==> config.mk <==
export PLATFORM = sky130hd
export DESIGN_NAME = wlfjo_cell
export DESIGN_NICKNAME = d
export VERILOG_FILES = /design/src/hdl/wlfjo_pkg.sv /design/src/hdl/wlfjo_cell.sv
export SDC_FILE = /design/constraint.sdc
export NUM_CORES = 1
export LEC_CHECK = 0
export BUFFER_PORTS_ARGS = -buffer_cell sky130_fd_sc_hd__buf_2
export CORE_AREA = 2 2 143 145
export DETAILED_ROUTE_END_ITERATION = 6
export DIE_AREA = 0 0 145 147
export PLACE_DENSITY = 0.64
export SKIP_LAST_GASP = 1
export SLEW_MARGIN = 10
export SYNTH_ARGS = -nofsm -noshare
export SYNTH_HDL_FRONTEND = slang
export SYNTH_SLANG_ARGS = --single-unit
==> constraint.sdc <==
create_clock -name clk -period 5.2 [get_ports clk]
set_input_delay 0.52 -clock clk [delete_from_list [all_inputs] [get_ports clk]]
set_output_delay 0.52 -clock clk [all_outputs]
set_load 0.02 [all_outputs]
==> src/hdl/wlfjo_pkg.sv <==
`timescale 1ns / 1ps
// ----------------------------------------------------------------------------
// wlfjo_pkg
// Shared types and constants for the worker load fork/join oracle.
// ----------------------------------------------------------------------------
package wlfjo_pkg;

  localparam int unsigned TableDepthDefault = 16;
  localparam int unsigned LoadBitsDefault   = 32;
  localparam int unsigned RankBits          = 16;
  localparam int unsigned StabBits          = 8;
  localparam int unsigned CfgIndexBits      = 2;

  typedef enum logic [1:0] {
    CMD_REPORT = 2'd0,
    CMD_QUERY  = 2'd1,
    CMD_FAILED = 2'd2,
    CMD_UNUSED = 2'd3
  } cmd_t;

  typedef enum logic [1:0] {
    DEC_CONTINUE    = 2'd0,
    DEC_FORK_GREEDY = 2'd1,
    DEC_FORK_ONCE   = 2'd2,
    DEC_JOIN        = 2'd3
  } dec_t;

  typedef enum logic [1:0] {
    REG_JOINS_ALLOWED = 2'd0,
    REG_GLOBAL_MASTER = 2'd1,
    REG_CELL_LIMIT    = 2'd2,
    REG_MIN_STAB      = 2'd3
  } reg_idx_t;

  typedef enum logic [2:0] {
    ST_IDLE,
    ST_SCAN,
    ST_CALC,
    ST_MUL,
    ST_DECIDE,
    ST_WRITE
  } state_t;

endpackage

==> src/hdl/wlfjo_cell.sv <==
`timescale 1ns / 1ps
// ----------------------------------------------------------------------------
// wlfjo_cell
// One table entry. Shifts its contents toward the head of the chain each
// scan cycle (rotation), and takes a write or a delete-shift from the
// controller.
// ----------------------------------------------------------------------------
module wlfjo_cell
  import wlfjo_pkg::*;
#(
  parameter int unsigned LoadBits = LoadBitsDefault
) (
  input  logic                clk,
  input  logic                shift_en,   // rotate: take neighbor's entry
  input  logic                del_en,     // take neighbor's entry (erase)
  input  logic                wr_en,      // write this entry
  input  logic [RankBits-1:0] nb_rank,
  input  logic [LoadBits-1:0] nb_local,
  input  logic [LoadBits-1:0] nb_total,
  input  logic [LoadBits-1:0] nb_plocal,
  input  logic [StabBits-1:0] nb_stab,
  input  logic                nb_mark,
  input  logic [RankBits-1:0] wr_rank,
  input  logic [LoadBits-1:0] wr_local,
  input  logic [LoadBits-1:0] wr_total,
  input  logic [LoadBits-1:0] wr_plocal,
  input  logic [StabBits-1:0] wr_stab,
  input  logic                wr_mark,
  output logic [RankBits-1:0] rank,
  output logic [LoadBits-1:0] local_load,
  output logic [LoadBits-1:0] total_load,
  output logic [LoadBits-1:0] parent_local,
  output logic [StabBits-1:0] stab,
  output logic                mark
);

  always_ff @(posedge clk) begin
    if (wr_en) begin
      rank         <= wr_rank;
      local_load   <= wr_local;
      total_load   <= wr_total;
      parent_local <= wr_plocal;
      stab         <= wr_stab;
      mark         <= wr_mark;
    end else if (shift_en || del_en) begin
      rank         <= nb_rank;
      local_load   <= nb_local;
      total_load   <= nb_total;
      parent_local <= nb_plocal;
      stab         <= nb_stab;
      mark         <= nb_mark;
    end
  end

endmodule

==> results of run 1 <==
==> layer usage <==
layer / up-vias / wire length (um) / share of wire [%]
met5: - / 0 / 0
met4: 0 / 227 / 1.6
met3: 11 / 1370 / 9.6
met2: 215 / 7150 / 50
met1: 1709 / 5570 / 39
li1: 1769 / - / -
==> registers in the layout, indices dropped and copies added, names as in the netlist <==
name	count
mark	1
rank	16
parent_local	32
local_load	32
total_load	32
stab	8
==> logic make-up (layout without fill, tap and decap cells) <==
logic type / after synthesis / count (layout) / synth area share [%]
mux: 121 / 121 / 30.6
flops: 121 / 121 / 66.8
buf+inv: 14 / 402 / 2.51
simple gates: 1 / 1 / 0.115
other cells: 0 / 1 / 0
==> how the worst max path moves through the flow <==
stage	slack [ns]	from	cells after the start	end
finish	2.95	wr_en	3	local_load[3]$_DFFE_PP_
detailed placement	2.55	wr_en	3	parent_local[10]$_DFFE_PP_
global route	2.84	wr_en	3	local_load[3]$_DFFE_PP_
global placement	2.61	wr_en	3	local_load[27]$_DFFE_PP_
floorplan	1.34	wr_en	3	local_load[0]$_DFFE_PP_
CTS	3.00	wr_en	3	local_load[3]$_DFFE_PP_
==> synth_stat cells <==
cell / n / share of area (%)
edfxtp_1: 121 / 67
mux2_2: 41 / 8.5
or3_1: 1 / 0.12
buf_8: 1 / 0.28
buf_2: 4 / 0.37
buf_6: 9 / 1.9
mux2_4: 80 / 22
==> area by class of cell <==
cell class	count	area share (%)
Antenna cell	1	0.0308
Tap cell	270	4.16
Clock inverter	15	2.14
Sequential cell	121	44.8
Timing Repair Buffer	370	23.0
Multi-Input combinational cell	122	20.6
Clock buffer	17	5.24
==> critical path: stages <==
cell and delay (ns):
buf_6 0.53, or3_4 0.42, buf_4 0.63
==> power by group <==
group	total (mW)	internal, mW	switching (mW)	leakage [nW]
sequential	1.22	1.19	0.0240	1.26
clock	1.20	0.754	0.444	0.285
combinational	0.491	0.228	0.262	2.28
==> results by group, run 1 <==
Worst hold path
  – Hold path start: nb_local[6]
  – Worst min-delay path endpoint: local_load[6]$_DFFE_PP_
  – Worst hold path depth: 2
  – Worst hold path class: input pin to flop

Clock tree
  – CTS Buffer Depth: 2
  – Root Driver: clkbuf_16
  – Post-cts resize count: 0
  – CTS clk-pin slew, worst paths: around 0.060 ns
  – Hold Buf Count CTS: 0
  – TritonCTS clock tree: done
  – Inserted Clock Buffers: 17
  – Setup Buffers After CTS: 0
  – H-tree depth: 4
  – CTS sink cnt: between 100 and 150

Floorplan
  – Die span in x: around 150 um
  – Die Ht: 147 um
  – Initial Utilization: a little over a quarter
  – Io pins: 367
  – Die Area: between 20000 and 25000 um2
  – Core area: 19800 um2
  – Row Count: 52

Pwr
  – VDD IR max: ~0.2 mV
  – Leak: about 3.8 nW
  – Total power: 2.91 mW
  – Power Density: 358 nW/um2

Finish
  – Area of the multi-input gates: around 1700 um2
  – Finished Layout Cells: 916
  – Most frequent cells in the layout: 365 x buf_2, 121 x edfxtp_1, 80 x mux2_4
  – Fraction of layout cells with a size suffix above 1: just over 80%
  – Util after Layout: 40.9%
  – Final Cell Area: ~8100 um2
  – Seq. cell area: roughly 3600 um2
  – Final nets: approximately 900
  – Synth-to-layout area growth: 49.2%
  – Commonest non-fill, non-tap cell in the layout: buf_2
  – Fill cell count: around 1800

Global route
  – Wire length of the first global-routing pass: 21200 um
  – Grt ovf: 0
  – M1 GR Usage: between 10% and 20%
  – Pin count of the biggest net entering global routing: 63
  – Most Used Layer, Global Route: met2
  – Antenna violations before repair: 1
  – Total GRT Usage: a little over an eighth
  – Grt met3 use: under 10%
  – Met2 usage in global routing: around 22%
  – Number of global-route vias before repair: between 3000 and 4000

Timing
  – Achievable Freq: 0.444 GHz
  – Setup TNS: 0 ns
  – Setup violations, final: 0
  – Period minus WS final: between 2 and 2.5 ns
  – Slew HR: 47.9%
  – Period utilization: a little over two fifths
  – WHS: 0.410 ns
  – Worst slew pin tran: ~0.8 ns
  – Fin. Hold Viols: 0
  – Max-slew violations: 0
  – RSZ-0062 raised after global routing: false
  – Setup ws final: between 2 and 3 ns

Placement
  – Post-DP Area: 7510 um2
  – Placement Setup Slack: ~2.6 ns
  – Inst Count DP: a little under 900
  – Routability cong.: approximately 0.76
  – Port bufs: ~370

Critical path
  – Worst EP arrival: 2.28 ns
  – CP Capture Type: flop
  – Crit path required time: between 5 and 6 ns
  – Crit-path max FO: slightly above 60
  – Crit Path Category: input pin to flop
  – Crit start category: input pin

Synth
  – Syn Std Cell Area: between 5000 and 6000 um2
  – Netlist cell types: 7
  – Post-synthesis net count: 503
  – Yosys reg bits: around 120
  – Register area share after synthesis: 66.8%
  – Syn Inst Count: between 200 and 300
  – Synth warn: 0
  – Synthesized area per cell: about 21 um2

Routing
  – Drt pass-1 iters: 4
  – Routed vias/inst: 4.04
  – DR WL/cell: 15.6 um
  – Routed Antenna Nets: 0
  – Routed WL: approximately 14000 um
  – Routed via count: 3704
  – DR iter-0 viols: slightly below 80
  – DRC: 0

Flow run
  – Max Cap Violations: 0

Run status
  – Status: finished, final reports clean
(Power assumes the default switching activity.)
==> run 2, diff against run 1 <==
--- a/config.mk
+++ b/config.mk
@@ -6,10 +6,10 @@
 export NUM_CORES = 1
 export LEC_CHECK = 0
 export BUFFER_PORTS_ARGS = -buffer_cell sky130_fd_sc_hd__buf_2
-export CORE_AREA = 2 2 143 145
+export CORE_AREA = 2 2 142 144
 export DETAILED_ROUTE_END_ITERATION = 6
-export DIE_AREA = 0 0 145 147
-export PLACE_DENSITY = 0.64
+export DIE_AREA = 0 0 144 146
+export PLACE_DENSITY = 0.67
 export SKIP_LAST_GASP = 1
 export SLEW_MARGIN = 10
 export SYNTH_ARGS = -nofsm -noshare
==> constraint.sdc (replaced) <==
create_clock -name clk -period 1.9 [get_ports clk]
set_input_delay 0.19 -clock clk [delete_from_list [all_inputs] [get_ports clk]]
set_output_delay 0.19 -clock clk [all_outputs]
set_load 0.02 [all_outputs]
==> run 2 against run 1 <==
Effect of this change: clock power rose to 2.8 times the previous value; wire length rose by 1.5%; via count about the same; worst setup slack worse by 2.2 ns; sequential cell count is the same; critical path depth decreased by 2; sequential power rose to 2.7 times the previous value; combinational power increased to 2.7 times the previous value; largest cell class unchanged.
==> results by group, run 2 (same netlist as run 1, synthesis figures left out) <==
Clock tree
  – Hold Buf Count CTS: 0 (unchanged)
  – Post-cts resize count: 0 (unchanged)
  – TritonCTS clock tree: done
  – H-tree depth: 4 (unchanged)
  – CTS sink cnt: 121 (unchanged)
  – Inserted Clock Buffers: 17 (unchanged)
  – Setup Buffers After CTS: 0 (unchanged)
  – Root Driver: clkbuf_16
  – CTS clk-pin slew, worst paths: 0.06 ns (about the same)
  – CTS Buffer Depth: 2 (unchanged)

Floorplan
  – Die Area: 21000 um2 (-1.4%)
  – Die Ht: 146 um (-0.68%)
  – Initial Utilization: 28.1% (+0.72 points)
  – Die span in x: 144 um (-0.69%)
  – Core area: 19300 um2 (-2.6%)
  – Io pins: 367 (unchanged)
  – Row Count: 51 (-1.9%)

Critical path
  – Buf/Inv on CP: 1 (-1)
  – Crit start category: flop
  – CP Capture Type: output pin
  – Crit Path Category: flop to output pin
  – Crit-path max FO: 1 (-98%)
  – CP delay by family, top: flip-flops
  – Crit-path slowest cell: edfxtp_1
  – Worst EP arrival: 0.99 ns (-1.29 ns)
  – Crit path required time: 1.71 ns (-3.52 ns)
  – Max incr delay on CP: 0.40 ns (-0.23 ns)
  – CP cell instances: buf_2

Global route
  – Total GRT Usage: 13.2% (-0.017 points)
  – Number of global-route vias before repair: 3777 (-4.0%)
  – Pin count of the biggest net entering global routing: 67 (+6.3%)
  – Antenna violations before repair: 2 (+1)
  – Grt ovf: 0 (unchanged)
  – Wire length of the first global-routing pass: 20400 um (-3.6%)

Timing
  – Period minus WS final: 1.18 ns
  – WHS: 0.0795 ns (-0.330 ns)
  – Fin. Hold Viols: 0 (unchanged)
  – Achievable Freq: around 0.85 GHz
  – Period utilization: around three fifths
  – Setup violations, final: 0 (unchanged)
  – Slew HR: 51.1% (+3.2 points)
  – Max-slew violations: 0 (unchanged)
  – Worst slew pin tran: 0.734 ns (-0.0481 ns)
  – Setup TNS: 0 ns (unchanged)
  – RSZ-0062 raised after global routing: false

Finish
  – Fraction of layout cells with a size suffix above 1: 80.7% (-0.25 points)
  – ANT cells: 0 (-1)
  – Regs by FF count: local_load: 32 flops, parent_local: 32 flops, total_load: 32 flops
  – Commonest non-fill, non-tap cell in the layout: buf_2
  – Fill cell count: 1820 (+0.44%)
  – Synth-to-layout area growth: 50.0%
  – Finished Layout Cells: 912 (-0.44%)
  – Final nets: 880 (+0.23%)
  – Most frequent cells in the layout: 365 x buf_2, 121 x edfxtp_1, 80 x mux2_4

Pwr
  – Leak: 3.85 nW (+0.61%)
  – Power Density: 984 nW/um2 (+180%)
  – VDD IR max: 0.559 mV (+180%)

Placement
  – Port bufs: 366 (unchanged)
  – Routability cong.: 0.769 (+1.6%)
  – Dpl hpwl: about 11000 um
  – Inst Count DP: 880 (-0.34%)

Flow run
  – Max Cap Violations: 0 (unchanged)

Worst hold path
  – Worst hold path class: input pin to flop

Routing
  – Routed WL: 14500 um (+1.5%)
  – Routed via count: 3706 (+0.054%)
  – Drt pass-1 iters: 6 (+2)
  – Routed Antenna Nets: 0 (unchanged)
  – DR iter-0 viols: 142 (+84%)
  – DR WL/cell: 15.9 um (+1.9%)
  – DRC: 0 (unchanged)
  – Routed vias/inst: 4.06 (+0.49%)

Run status
  – Status: finished, final reports clean
run 2: changes by cell type in the layout (fill, tap and decap cells not counted), sizes merged:
| cell | before | now |
|---|---|---|
| bufinv | 3 | 4 |
| buf | 370 | 372 |
| inv | 3 | 0 |
| diode | 1 | 0 |
| clkbuf | 17 | 19 |
run 2: path summary, 6_finish.rpt:
check                       start                    endpoint  slack [ns]  cells after the start
max    parent_local[26]$_DFFE_PP_            parent_local[26]        0.72                      1
min                 nb_plocal[27]  parent_local[27]$_DFFE_PP_        0.08                      2
run 2: area by class of cell:
type	instances	area, um2	area share [%]
Timing Repair Buffer	372	1910	23.4
Clock buffer	19	433	5.31
Clock inverter	13	178	2.18
Multi-Input combinational cell	122	1670	20.5
Sequential cell	121	3630	44.5
Tap cell	265	332	4.06
run 2: through the flow:
step	util, %	setup slack, ns	total power, mW	instance area (um2)
after floorplan	-	0.177	4.17	5440
after global placement	39.0	0.436	4.74	7550
after detailed placement	39.0	0.425	4.76	7550
after CTS	42.2	0.685	8.15	8160
after global routing	42.2	0.669	8.35	8160
final	42.2	0.723	8.03	8160
run 2: per-layer routing:
layer	global-route usage, %	wire length, um	up-vias
met5	0	19	-
met4	4.36	214	4
met3	5.63	1540	17
met2	24.7	7640	227
met1	12.9	5110	1691
li1	-	-	1767
run 2: power by group:
| part | internal, mW | total [mW] | leakage (nW) | switching [mW] |
|---|---|---|---|---|
| clock network | 2.18 | 3.35 | 0.288 | 1.17 |
| logic | 0.631 | 1.34 | 2.30 | 0.711 |
| registers | 3.26 | 3.34 | 1.26 | 0.0718 |
| total | 6.08 | 8.03 | 3.85 | 1.95 |
